## config.mk

```make
export PLATFORM = sky130hd
export DESIGN_NAME = bbcm_queue
export DESIGN_NICKNAME = d
export VERILOG_FILES = /design/src/design/bbcm_pkg.sv /design/src/design/bbcm_queue.sv
export SDC_FILE = /design/constraint.sdc
export NUM_CORES = 1
export LEC_CHECK = 0
export ABC_CLOCK_PERIOD_IN_PS = 4700
export BUFFER_PORTS_ARGS = -buffer_cell sky130_fd_sc_hd__buf_2
export CAP_MARGIN = 20
export CORE_MARGIN = 3
export CORE_UTILIZATION = 40
export CTS_BUF_LIST = sky130_fd_sc_hd__clkbuf_4 sky130_fd_sc_hd__clkbuf_8
export CTS_CLUSTER_DIAMETER = 30
export DETAILED_ROUTE_END_ITERATION = 8
export PLACE_DENSITY = 0.61
export SLEW_MARGIN = 20
export SYNTH_ARGS = -nofsm -noshare
export SYNTH_HDL_FRONTEND = slang
export SYNTH_SLANG_ARGS = --single-unit
```

## constraint.sdc

```tcl
create_clock -name clk -period 4.7 [get_ports clk]
set_input_delay 0.94 -clock clk [delete_from_list [all_inputs] [get_ports clk]]
set_output_delay 0.94 -clock clk [all_outputs]
set_load 0.02 [all_outputs]
```

## src/design/bbcm_pkg.sv

```systemverilog
package bbcm_pkg;

  localparam int NUM_ENTRIES = 32;
  localparam int COUNT_BITS  = 8;
  localparam int EW          = $clog2(NUM_ENTRIES);
  localparam int LW          = $clog2(NUM_ENTRIES + 1);
  localparam int QDEPTH      = 2;
  localparam logic [COUNT_BITS-1:0] COUNT_MAX = {COUNT_BITS{1'b1}};

  localparam logic [2:0] OP_GET     = 3'd0;
  localparam logic [2:0] OP_READ    = 3'd1;
  localparam logic [2:0] OP_RELEASE = 3'd2;
  localparam logic [2:0] OP_WB      = 3'd3;
  localparam logic [2:0] OP_SETD    = 3'd4;
  localparam logic [2:0] OP_SYNC    = 3'd5;

  localparam logic [1:0] KIND_ACK   = 2'd0;
  localparam logic [1:0] KIND_WRITE = 2'd1;
  localparam logic [1:0] KIND_READ  = 2'd2;

  localparam logic [1:0] ST_OK     = 2'd0;
  localparam logic [1:0] ST_NOFREE = 2'd1;
  localparam logic [1:0] ST_UNUSED = 2'd2;
  localparam logic [1:0] ST_BUSY   = 2'd3;

  typedef struct packed {
    logic [2:0]  opcode;
    logic [7:0]  device;
    logic [31:0] block;
    logic [4:0]  entry;
    logic        dirty_flag;
  } in_req_t;

  typedef struct packed {
    logic [1:0]  kind;
    logic [4:0]  entry_out;
    logic [7:0]  device_out;
    logic [34:0] sector;
    logic        hit;
    logic [1:0]  status;
    logic        wake_waiter;
    logic        last;
  } out_res_t;

endpackage

```

## src/design/bbcm_queue.sv

```systemverilog
module bbcm_queue (
  input  logic              clk,
  input  logic              rst_n,
  input  logic              wr_en,
  input  bbcm_pkg::in_req_t wr_data,
  output logic              full,
  input  logic              rd_en,
  output bbcm_pkg::in_req_t rd_data,
  output logic              empty
);
  import bbcm_pkg::*;

  in_req_t mem_r [QDEPTH];
  logic [$clog2(QDEPTH)-1:0] wp_r, rp_r;
  logic [$clog2(QDEPTH):0]   cnt_r;

  assign full    = (cnt_r == ($clog2(QDEPTH)+1)'(QDEPTH));
  assign empty   = (cnt_r == '0);
  assign rd_data = mem_r[rp_r];

  always_ff @(posedge clk) begin
    if (wr_en) mem_r[wp_r] <= wr_data;
    if (!rst_n) begin
      wp_r  <= '0;
      rp_r  <= '0;
      cnt_r <= '0;
    end else begin
      if (wr_en) wp_r <= wp_r + 1'b1;
      if (rd_en) rp_r <= rp_r + 1'b1;
      cnt_r <= cnt_r + {{$clog2(QDEPTH){1'b0}}, wr_en} - {{$clog2(QDEPTH){1'b0}}, rd_en};
    end
  end
endmodule

```

Word-level counts from Yosys, hierarchy flattened --
Memories as Yosys holds them, arrays and structs flattened. A register that Yosys moved wholly into a read port is not among the register bits. Cells that the tools add are included. Widths: inputs -> output; s select.
Operators by class: reductions and logical operators 1, equality and inequality tests 1, shift operators 0, $lt $le $gt $ge 0, bitwise gates (word level) 0, add/sub/neg operators 4, mux-type cells 4, multiply operators 0, div/mod/pow operators 0
Operator list (count):
- $mux 1 | 4
- $add 1x1->1 const B | 2
- $add 2x1->2 | 1
- $eq 2x2->1 const B | 1
- $logic_not 2->1 | 1
- $sub 2x1->2 | 1
Storage, ports and cells: register bits after elaboration 4, memory bits (writable) 98, memory bits (read-only) 0, memories 1, bits in latches 0, output and inout port bits 51, bits of input ports 53
Memory list:
- mem_r | depth 2, bits a word 49, read ports 1, clocked after memory_dff 1, wr ports 1, RTL line bbcm_queue.sv:13 | in_req_t mem_r [QDEPTH];

Logic depth before layout (Yosys ltp) --
Gate-level depths: netlist (run 1).
depth in word-level cells 3, gate-level depth with buffers 6, gate-level depth less buffers 6

Worst setup path before layout (run 1) --
No wires, ideal clock.
path type input to register, start point in wr_en, end point mem mem_r[0][0] (netlist name), enable pin, setup time 0.463 ns, data required time 4.237 ns, path slack 1.093 ns, path buffers 0, stages on the path 1, arrival 3.145 ns, cells stage by stage nor2b_1
On the way: cells in the longest elaborated chain, start to end 2
RTL lines:
- start, declared | RTL line bbcm_queue.sv:4 | input logic wr_en,
- $mux 1 | RTL line bbcm_queue.sv:22 | if (wr_en) mem_r[wp_r] <= wr_data;
- $mux 1 (implied by the code) | RTL line bbcm_queue.sv:22
- end, declared | RTL line bbcm_queue.sv:13
No other way between the ends.

==> results.md, run 1 <==
- The static power due to leakage is 1.78 nW.
- The filler-free cell count of the finished design is 415.
- The number of synthesis warnings is 0.
- The number of design rule violations left after detail routing is 0.
- The flow ran to the end, and the final reports show no timing, DRC or antenna violations.
- The critical path data required time is 3760 ps.
- The cell family contributing the most delay on the critical path is flip-flops.
- The library cell contributing the largest single delay on the critical path is dfxtp_2.
- The internal power is ~1.5 mW.
- After detailed routing, the number of vias per cell comes to approximately 4.5.
- Clock skew on the completed layout was measured at 14.5 ps.
- The floorplan step defined a die boundary enclosing 0.0107 mm2.
- The I/O pin total is around 100.
- The iteration-0 DRC count of the detailed router is 75.
- The sink count of the clock tree is between 100 and 150.
- The die is 104 um tall.
- The synthesis-to-finish area growth is 22.9%.
- Cells fill 52.1% of the core in the end.
- Once detail routing completed, the nets flagged for antenna violations numbered 0.
- Net switching is 23.2% of the power.
- The number of fill cells is 762.
- The number of setup buffers added after CTS is 0.
- The number of violations of the max-capacitance limit is 0.
- Once placement completed, the tool counted placed cells totaling 400.
- Counting every net in the synthesized netlist gives 228.
- The overall overflow remaining after global route is 0.
- The synthesized instance count is 173.
- The final weighted congestion in routability-driven placement is 0.668.
- Before CTS, the worst setup slack after placement is about 1900 ps.
- The signal on the critical path passes through buf_4 > mux2_2 > buf_2.
- After synthesis, the cell types taking the most area are edfxtp_1 (77%), mux2_2 (12%), mux2_4 (3.9%).
- The mean area per synthesized cell is 22.0 um2.
- In the final design database the tool counted 340 nets.
- After synthesis the netlist holds a flip-flop and latch count of 103.
- The placed wire-length estimate after detailed placement is 4520 um.
- After clock tree synthesis, the flow added hold-fix buffers numbering 0.
- The endpoint identified for the worst register-to-register timing path is mem_r[0][44].
- The clock tree from TritonCTS is yes.
- The effective utilization at floorplan is 42.4%.
- The origin of the worst min-delay path is rp_r.
- The critical path contains buffers and inverters numbering 2 combined.
- The cell count of the worst hold path is 2.
- The root buffer cell is clkbuf_8.
- The endpoint class of the critical path is an output port.
- The register-to-register setup slack is 2860 ps.
- Along the worst path, the maximum fanout reaches 33.
- The final number of hold-violating endpoints is 0.
- In this design, the stage delay of the slowest critical-path cell is slightly below 900 ps.
- The area inside the core boundary is 0.00898 mm2.
- 0 antenna diodes ended up in the layout.
- Setup repair after global routing left no endpoint under its margin.
- The number of rows created at floorplan is 34.
- For the worst-skew pair, the clock arrives at the later sink with an insertion delay of 350 ps.
- The number of buffer cells added on primary ports is 103.
- In the final routed layout, each cell accounts on average for 16.0 um.
- Setup violations remaining at the end of the flow were counted as 0.
- The via count of the first global-routing pass was approximately 2000.
- The share of total power dissipated in combinational logic is about an eighth.
- The library cell used most frequently in the layout, excluding fill and tap cells, is buf_2.
- Derived from the worst setup path, the maximum achievable clock frequency is 320 MHz.
- The analysis attributes to net switching a power of 0.446 mW.
- The via count is 1885.
- The die is 104 um wide.
- The portion of synthesized cell area occupied by the leading cell type is 77.3%.
- The H-tree was split into 3 levels.
- The worst path setup slack after routing is ~1600 ps.
- The startpoint kind of the worst setup timing path is a register.
- The post-cts sizing count is 0.
- The worst setup path category is reg2out.
- The clock network burns 30.7% of the power.
- At the worst endpoint, the arrival time is 2190 ps.
- In this run the worst hold path is classified as reg2reg.
- Registers are responsible for 56.4% of the overall power.
- In this run the critical register-to-register path is launched from wp_r.
- TritonCTS created 9 clock buffers.
- The accumulated negative setup slack is 0 ps.
- Headroom to the max-slew limit came out at 34.1%.
- The share of the Yosys chip area taken by registers is 79.9%.
- The initial antenna violation count is 0.
- The detailed-router iteration count before antenna repair is 4.
- The share of final-layout standard cells stronger than drive strength 1 is 59.9%.
- The cell taking the most area after synthesis is edfxtp_1.
- The first global-routing pass estimated 10500 um of wire.
- The total global-route track usage is 12.6%.
- Counting distinct cell types in the post-synthesis netlist gives 15.
- The clock tree buffer depth is 2.
- For the finished layout, the period the worst path requires is 3130 ps.
- The measured slew at the worst slew-check pin is around 1000 ps.
- The final layout contains routed wiring with a total length of 6620 um.
- The number of max-slew violations in the final report is 0.
- The power per cell area is 411 mW/mm2.
- After synthesis the cells add up to between 0.003 and 0.004 mm2.
- The worst-case IR drop observed on VDD is ~0.2 mV.
- Leaving out fill and tap cells, the most frequent cells in the layout are buf_2 (103), edfxtp_1 (98), mux2_2 (39).
- The largest net degree at the start of global routing is 34.
- The number of cell instances on the worst register-to-register path is 2.
- After layout, the worst path uses 66.5% of the clock period.
- Clock-pin slew was measured on the worst setup and hold paths at 80 ps.
## per-layer routing
metal	GRT usage, %	vias to the layer above	wire [um]
met2	21.6	55	3450
met3	3.48	6	346
li1	-	895	-
met5	0	-	0
met4	4.84	0	70
met1	15.1	929	2750
## flip-flops by register name, indices dropped and copies added (netlist names), named ones only
name,cells
rp_r,1
mem_r,98
wp_r,1
cnt_r,2
## power groups by stage
| stage | Sequential [mW] | Clock [mW] | Combinational (mW) |
|---|---|---|---|
| after floorplan | 1.09 | 0 | 0.177 |
| after global placement | 1.10 | 0 | 0.250 |
| after detailed placement | 1.11 | 0 | 0.254 |
| after CTS | 1.09 | 0.605 | 0.254 |
| after global routing | 1.09 | 0.654 | 0.266 |
| final | 1.08 | 0.589 | 0.249 |
## layout make-up
cell class	count	area, um2	share of cell area, %
clock buffers	10	131	2.81
flip-flops and latches	103	3040	65.1
well taps	126	158	3.37
repair buffers	106	538	11.5
inverters	2	7.51	0.160
clock inverters	5	83.8	1.79
multi-input cells	63	716	15.3
## through the flow
stage | instance area, um2 | total power [mW] | hold slack, ps
finish | 4680 | 1.92 | 579
floorplan | 3810 | 1.27 | 555
detailed placement | 4460 | 1.36 | 566
global placement | 4460 | 1.35 | 562
global route | 4680 | 2.01 | 602
CTS | 4680 | 1.94 | 580
## cell families after synthesis
logic type,Yosys count,synth area share [%]
adder cells (fa/ha/maj),2,0.657
XOR/XNOR,2,0.822
AO/OA/AOI/OAI,1,0.197
multiplexers,49,15.5
AND/OR/NAND/NOR,9,1.41
flip-flops,103,79.9
buffers and inverters,7,1.48
## Yosys cell counts (all sizes together)
cell type,instances
and2,4
buf,5
dfxtp,5
edfxtp,98
ha,2
inv,2
mux2,49
nor2,1
nor2b,4
o21a,1
xnor3,1
xor2,1
## worst max path at each step
| stage | end | slack (ps) | cells after the start |
|---|---|---|---|
| floorplan | mem_r[0][0] | 1090 | 1 |
| global placement | rd_data[39] | 1910 | 3 |
| detailed placement | rd_data[46] | 1870 | 3 |
| CTS | rd_data[46] | 1490 | 3 |
| global route | rd_data[46] | 1400 | 3 |
| finish | rd_data[46] | 1570 | 3 |
## worst register-to-register path: stages, from the launching register on
cell,delay (ps)
dfxtp_1,350
nor2b_4,770
buf_4,420
No activity file was read; power rests on OpenSTA's default activity.
==> run 2: changes to the inputs <==
--- a/config.mk
+++ b/config.mk
@@ -5,7 +5,7 @@
 export SDC_FILE = /design/constraint.sdc
 export NUM_CORES = 1
 export LEC_CHECK = 0
-export ABC_CLOCK_PERIOD_IN_PS = 4700
+export ABC_CLOCK_PERIOD_IN_PS = 3200
 export BUFFER_PORTS_ARGS = -buffer_cell sky130_fd_sc_hd__buf_2
 export CAP_MARGIN = 20
 export CORE_MARGIN = 3
==> constraint.sdc (replaced) <==
create_clock -name clk -period 3.2 [get_ports clk]
set_input_delay 0.64 -clock clk [delete_from_list [all_inputs] [get_ports clk]]
set_output_delay 0.64 -clock clk [all_outputs]
set_load 0.02 [all_outputs]
==> run 2 against run 1 <==
Compared with the run above:
- power is 46% higher
- sequential power increased by 46%
- clock skew is 7.4 ps lower
- register-to-register slack got worse by 1200 ps
- combinational power grew 54%
- worst hold slack got worse by 110 ps
- critical path depth unchanged
- largest power group unchanged
==> results.md, run 2 (synthesized netlist as in run 1, its figures left out) <==
- The run finished with clean final reports.
- The critical path data required time is 2560 ps.
- The final number of hold-violating endpoints is 0.
- At the end of the flow, the number of nets in the layout was 341.
- The register area is 0.00304 mm2.
- The post-route clock skew is 7.11 ps.
- The final weighted congestion in routability-driven placement is 0.705.
- The share of final-layout standard cells stronger than drive strength 1 is 59.5%.
- The via count of the first global-routing pass is 2029.
- Hold repair after CTS inserted 0 buffers.
- Once detail routing completed, the nets flagged for antenna violations numbered 0.
- Dividing the detail-routed wire length by the instance count gives 15.5 um.
- After clock tree synthesis, the clock-pin slew on the worst setup and hold paths is 90 ps.
- The per-cell via count in the routed design is 4.53.
- The worst setup path category is reg2out.
- The number of max-slew violations in the final report is 0.
- Counting the fill cells in the layout gives between 700 and 800.
- In this run, CTS created clock tree buffers numbering 9.
- The minimum period implied by the final worst setup slack is approximately 2400 ps.
- The cell count of the worst hold path is 1.
- The clock insertion delay at the later pin of the skew report is approximately 350 ps.
- The area inside the core boundary is between 0.008 and 0.009 mm2.
- Once the clock tree was built, the setup fixing pass inserted 0 buffers.
- In this run the clock root is driven by a clkbuf_8.
- The combined area of the multi-input logic cells is about 720 um2.
- The floorplan die area is 0.0107 mm2.
- Entering global routing, the biggest net connects 41 pins.
- The path class of the tightest hold or removal check is in2reg.
- Measured against its own limit, the worst slew margin works out to 57.5%.
- The endpoint of the lowest-slack register-to-register path is mem_r[0][21].
- The floorplan has 34 rows.
- The origin of the worst min-delay path is wr_data[8].
- The register-to-register setup slack is 1640 ps.
- Setup repair after global routing left no endpoint under its margin.
- Dividing total power by cell area gives a power density of 596 mW/mm2.
- The maximum clock rate is 426 MHz.
- The endpoint class of the critical path is an output port.
- The placed wire-length estimate after detailed placement is 4370 um.
- The library cells used most frequently in the layout, excluding fill and tap cells, are buf_2 (103), edfxtp_1 (98), mux2_2 (39).
- The worst-case IR drop observed on VDD is 0.324 mV.
- The floorplan step set the die width to 104 um.
- Relative to the synthesized area, the layout overhead comes to 23.7%.
- The routed layout has 1891 vias.
- The total overflow left after global routing is 0.
- The static power due to leakage is around 1.8 nW.
- The final setup violation count is 0.
- During I/O placement, the number of pins put on the boundary was 104.
- The data arrival time of the critical path is ~1700 ps.
- Measured along the y axis, the die boundary spans 104 um.
- After layout, the worst path uses 73.4% of the clock period.
- The most common library cell in the layout ignoring fill and taps is buf_2.
- At the pin with the least slew margin, the transition time is roughly 640 ps.
- The iteration-0 DRC count of the detailed router is 47.
- In the final layout, the registers with the most flip-flops are mem_r: 98 flops, cnt_r: 2 flops.
- The final core utilization is 52.4%.
- The clock tree from TritonCTS is yes.
- For this configuration, the core starts out at a cell density of 42.4%.
- The end point of the worst hold path is mem_r[0][8].
- The number of cell instances on the worst register-to-register path is 2.
- The number of design rule violations left after detail routing is 0.
- Max-cap violations in this run came to 0.
- The number of antenna diodes in the final layout is 0.
- The register with the most flip-flops in the layout has slightly below 100 of them.
- The sink count of the clock tree is 103.
- The register with the most flip-flops is mem_r.
- The accumulated negative setup slack is 0 ps.
- CTS built an H-tree with a depth of 3.
- The worst register-to-register path begins at wp_r.
- The first global-routing pass estimated between 10000 and 15000 um of wire.
- The first detailed-routing pass ran for 4 iterations.
- During placement, the flow inserted port buffers numbering 103.
- The initial antenna violation count is 1.
- The wire length reported by the detailed router is 6440 um.
- The clock tree buffer depth is 2.
- After clock tree synthesis, the repair step resized 0 gates.
- The highest fanout seen on the critical path is 40.
- The worst setup path is launched from a register.
- Global routing used 12.4% of the available tracks.
==> run 2: cell types whose count changed in the layout (fill, tap and decap cells not counted) <==
| cell | previous run | this run |
|---|---|---|
| buf_12 | 0 | 2 |
| buf_4 | 3 | 2 |
| clkbuf_4 | 1 | 0 |
| clkinv_1 | 0 | 2 |
| clkinv_2 | 0 | 1 |
| clkinv_4 | 1 | 0 |
==> run 2: worst max path at each step <==
| stage | depth (start not counted) | start | endpoint | slack (ps) |
|---|---|---|---|---|
| after floorplan | 1 | wr_en | mem_r[0][0] | 820 |
| after global placement | 3 | wr_en | mem_r[0][14] | 1160 |
| after detailed placement | 3 | wr_en | mem_r[0][8] | 1150 |
| after CTS | 3 | register | rd_data[37] | 800 |
| after global routing | 3 | register | rd_data[46] | 770 |
| final | 3 | register | rd_data[37] | 850 |
==> run 2: per-layer routing <==
layer	share of wire, %	global-route usage [%]	vias up	routed length (um)
met5	0.17	0	-	11
li1	-	-	902	-
met1	43	15.4	884	2780
met4	1.8	5.13	2	115
met3	9.3	5.16	15	598
met2	46	19.3	88	2940
==> run 2: power breakdown <==
group          internal (mW)  total (mW)  switching [mW]  leakage (nW)
Sequential              1.56        1.58          0.0242         0.962
Clock                  0.434       0.842           0.408         0.100
Combinational          0.171       0.383           0.212         0.725
==> run 2: cell type report <==
cell class,count,area share [%]
inverter,2,0.159
timing repair buffer,107,12.1
clock inverter,7,1.86
multi-input combinational,63,15.2
tap,126,3.35
sequential,103,64.7
clock buffer,9,2.63
==> run 2: through the flow <==
step | std cells | setup slack (ps) | hold slack [ps] | power, mW | cell area (um2)
after detailed placement | 401 | 1150 | 566 | 2.00 | 4500
after global placement | 401 | 1160 | 566 | 2.00 | 4500
after global routing | 417 | 766 | 443 | 2.93 | 4710
after floorplan | 173 | 820 | 555 | 1.86 | 3810
final | 417 | 850 | 469 | 2.80 | 4710
after CTS | 417 | 802 | 447 | 2.84 | 4710
==> run 2: worst max-delay path, stage by stage, from the launching register on <==
cell,delay [ps]
dfxtp_2,500
buf_12,290
mux2_2,380
buf_2,160
==> run 3: changes to the inputs <==
--- a/config.mk
+++ b/config.mk
@@ -5,7 +5,7 @@
 export SDC_FILE = /design/constraint.sdc
 export NUM_CORES = 1
 export LEC_CHECK = 0
-export ABC_CLOCK_PERIOD_IN_PS = 3200
+export ABC_CLOCK_PERIOD_IN_PS = 2400
 export BUFFER_PORTS_ARGS = -buffer_cell sky130_fd_sc_hd__buf_2
 export CAP_MARGIN = 20
 export CORE_MARGIN = 3
==> constraint.sdc (replaced) <==
create_clock -name clk -period 2.4 [get_ports clk]
set_input_delay 0.48 -clock clk [delete_from_list [all_inputs] [get_ports clk]]
set_output_delay 0.48 -clock clk [all_outputs]
set_load 0.02 [all_outputs]
==> run 3 against run 2 <==
Compared with the run above:
- clock skew increased by 0.86 ps
- worst hold slack got worse by 160 ps
- combinational power increased by 34%
- largest cell class unchanged
- clock power increased by 13%
- first-iteration DRC count increased by 13%
- wire length increased by 0.28%
==> results.md, run 3 (synthesized netlist as in run 1, its figures left out) <==
- The flow ran to the end, and the final reports show no timing, DRC or antenna violations.
- The HPWL after detailed placement is approximately 4200 um.
- The initial antenna violation count is 0.
- Setup repair after global routing left no endpoint under its margin.
- In this run the power spent charging and discharging nets is 0.884 mW.
- The worst-case IR drop observed on VDD is 0.344 mV.
- Walking the worst path, the cells encountered are buf_12 > mux2_2 > buf_2.
- The portion of total power attributed to the clock network is roughly a quarter.
- Measured against its own limit, the worst slew margin works out to just over 70%.
- In this run the critical register-to-register path is launched from wp_r.
- The origin of the worst min-delay path is wr_data[7].
- The number of buffers created by CTS is 9.
- After layout, the minimum clock period comes to about 2200 ps.
- The internal power is 2.68 mW.
- STA classifies the critical path startpoint as a register.
- In the layout the commonest cells are buf_2 (103), edfxtp_1 (98), mux2_2 (39).
- In the routed layout, each cell is associated on average with a via count of 4.50.
- The number of hold buffers added after cts is 0.
- The library cell contributing the largest single delay on the critical path is dfxtp_2.
- The endpoint identified for the worst register-to-register timing path is mem_r[1][29].
- The maximum level of the CTS H-tree is 3.
- At the end of the flow the core is filled with cells to 52.0%.
- In the finished design, the share of the clock period the worst path needs comes to between 90% and 100%.
- The critical path data required time is between 1500 and 2000 ps.
- The via count of the first global-routing pass was 2050.
- For this configuration, the core starts out at a cell density of 42.4%.
- The number of cell instances on the worst register-to-register path is 2.
- The most common library cell in the layout ignoring fill and taps is buf_2.
- The I/O pin total is 104.
- In this run the worst hold path is classified as in2reg.
- The later pin in the worst-skew pair is clocked with a latency of 350 ps.
- STA classifies the critical path endpoint as an output port.
- The CTS clock-pin slew for the worst setup and hold paths is 100 ps.
- The placed instance area is 0.00450 mm2.
- The logic depth of the worst path, buffers included is 3.
- The die covers 0.0107 mm2.
- Max-cap violations in this run came to 0.
- Among cell families on the critical path, the largest total delay comes from flip-flops.
- The switching power as a share of total power is 24.8%.
- In this run, the combinational gates consume ~14% of the power.
- The share of final-layout standard cells stronger than drive strength 1 is approximately three fifths.
- The die is 104 um tall.
- The final weighted congestion in routability-driven placement is 0.717.
- The largest net degree at the start of global routing is 47.
- Port buffering added 103 buffers.
- After detailed routing, the number of remaining DRC violations is 0.
- Counting flops per register, the top entry is mem_r.
- With fillers left out, the area of the finished cells amounts to about 0.0047 mm2.
- The wire length reported by the detailed router is 6460 um.
- Across all register-to-register paths, the minimum setup slack is 1110 ps.
- Sequential cells burn 59.0% of the power.
- The final setup violation count is 0.
- The synthesis-to-finish area growth is 22.6%.
- The first global-routing pass estimated ~10000 um of wire.
- Global routing used 12.3% of the available tracks.
- The number of antenna diodes in the final layout is 0.
- The final number of hold-violating endpoints came to 0.
- The iteration-0 DRC count of the detailed router is 53.
- The number of buffers and inverters on the critical path is 2.
- The overall overflow remaining after global route is 0.
- For this design the ratio of total power to cell area is around 760 mW/mm2.
- Measured along the x axis, the die boundary spans 104 um.
- The data arrival time of the critical path is about 1700 ps.
- The clock drives just over 100 sinks.
- The final layout net count is around 340.
- Buffers added to address setup during post-CTS repair amount to 0.
- Counting instances, the worst hold path has a depth of 1.
- The cell sitting at the root of the clock tree is a clkbuf_8.
- Along the worst path, the maximum fanout reaches just over 40.
- In this run the deepest clock path goes through 2 buffers.
- The post-route clock skew is 7.97 ps.
- The total area inside the core boundary comes to 0.00898 mm2.
- The maximum clock rate is between 400 and 500 MHz.
- The critical path is of the reg2out type.
- The routed layout has ~1900 vias.
- For this run, the slowest stage of the critical path takes between 400 and 500 ps.
- The worst hold path terminates at mem_r[0][7].
- The static power due to leakage is 1.78 nW.
- The detailed-router iteration count before antenna repair is 4.
- The largest registers in the layout are mem_r: 98 flops, cnt_r: 2 flops.
- After layout, the design draws a total of 3.57 mW.
- The post-cts sizing count is 0.
- After routing, the total negative slack on setup checks comes to 0 ps.
- The number of rows created at floorplan is 34.
- At the pin with the least slew margin, the transition time is 418 ps.
- TritonCTS built the clock tree.
- The register with the most flip-flops in the layout has between 90 and 100 of them.
- In this run the remaining antenna-violating nets after routing total 0.
- The number of max-slew violations in the final report is 0.
- The routed length per instance is 15.5 um.
==> run 3: cell types whose count changed in the layout (fill, tap and decap cells not counted), sizes merged <==
cell / delta
bufinv: -2
inv: +2
clkinv: +1
clkinvlp: -1
==> run 3: area by class of cell <==
| class | count | area [um2] |
|---|---|---|
| Multi-Input combinational cell | 63 | 716 |
| Timing Repair Buffer | 107 | 571 |
| Sequential cell | 103 | 3040 |
| Clock buffer | 9 | 124 |
| Inverter | 2 | 7.51 |
| Tap cell | 126 | 158 |
| Clock inverter | 7 | 47.5 |
| Fill cell | 761 | 4310 |
==> run 3: power by group through the flow <==
stage / clock network, mW / logic [mW] / registers [mW]
after floorplan: 0 / 0.347 / 2.14
after global placement: 0 / 0.518 / 2.14
after CTS: 0.994 / 0.523 / 2.11
after global routing: 1.07 / 0.551 / 2.12
final: 0.949 / 0.512 / 2.10
after detailed placement: 0 / 0.521 / 2.15
==> run 3: how the worst max path moves through the flow <==
| stage | start | to |
|---|---|---|
| after global placement | register | rd_data[19] |
| after floorplan | wr_en | mem_r[0][0] |
| after global routing | register | rd_data[19] |
| after CTS | register | rd_data[19] |
| after detailed placement | register | rd_data[19] |
| final | register | rd_data[19] |
==> run 3: layer usage <==
metal / vias to the layer above / routed length, um / global-route usage [%]
li1: 896 / - / -
met1: 898 / 2910 / 15.8
met2: 78 / 2980 / 19.3
met3: 4 / 529 / 5.41
met4: 0 / 42 / 2.85
met5: - / 0 / 0
==> run 3: per-stage QoR <==
step,hold WS [ps],cells,setup WS (ps)
finish,311,417,240
global route,276,417,131
CTS,285,417,190
detailed placement,574,401,589
global placement,571,401,583
floorplan,555,173,180
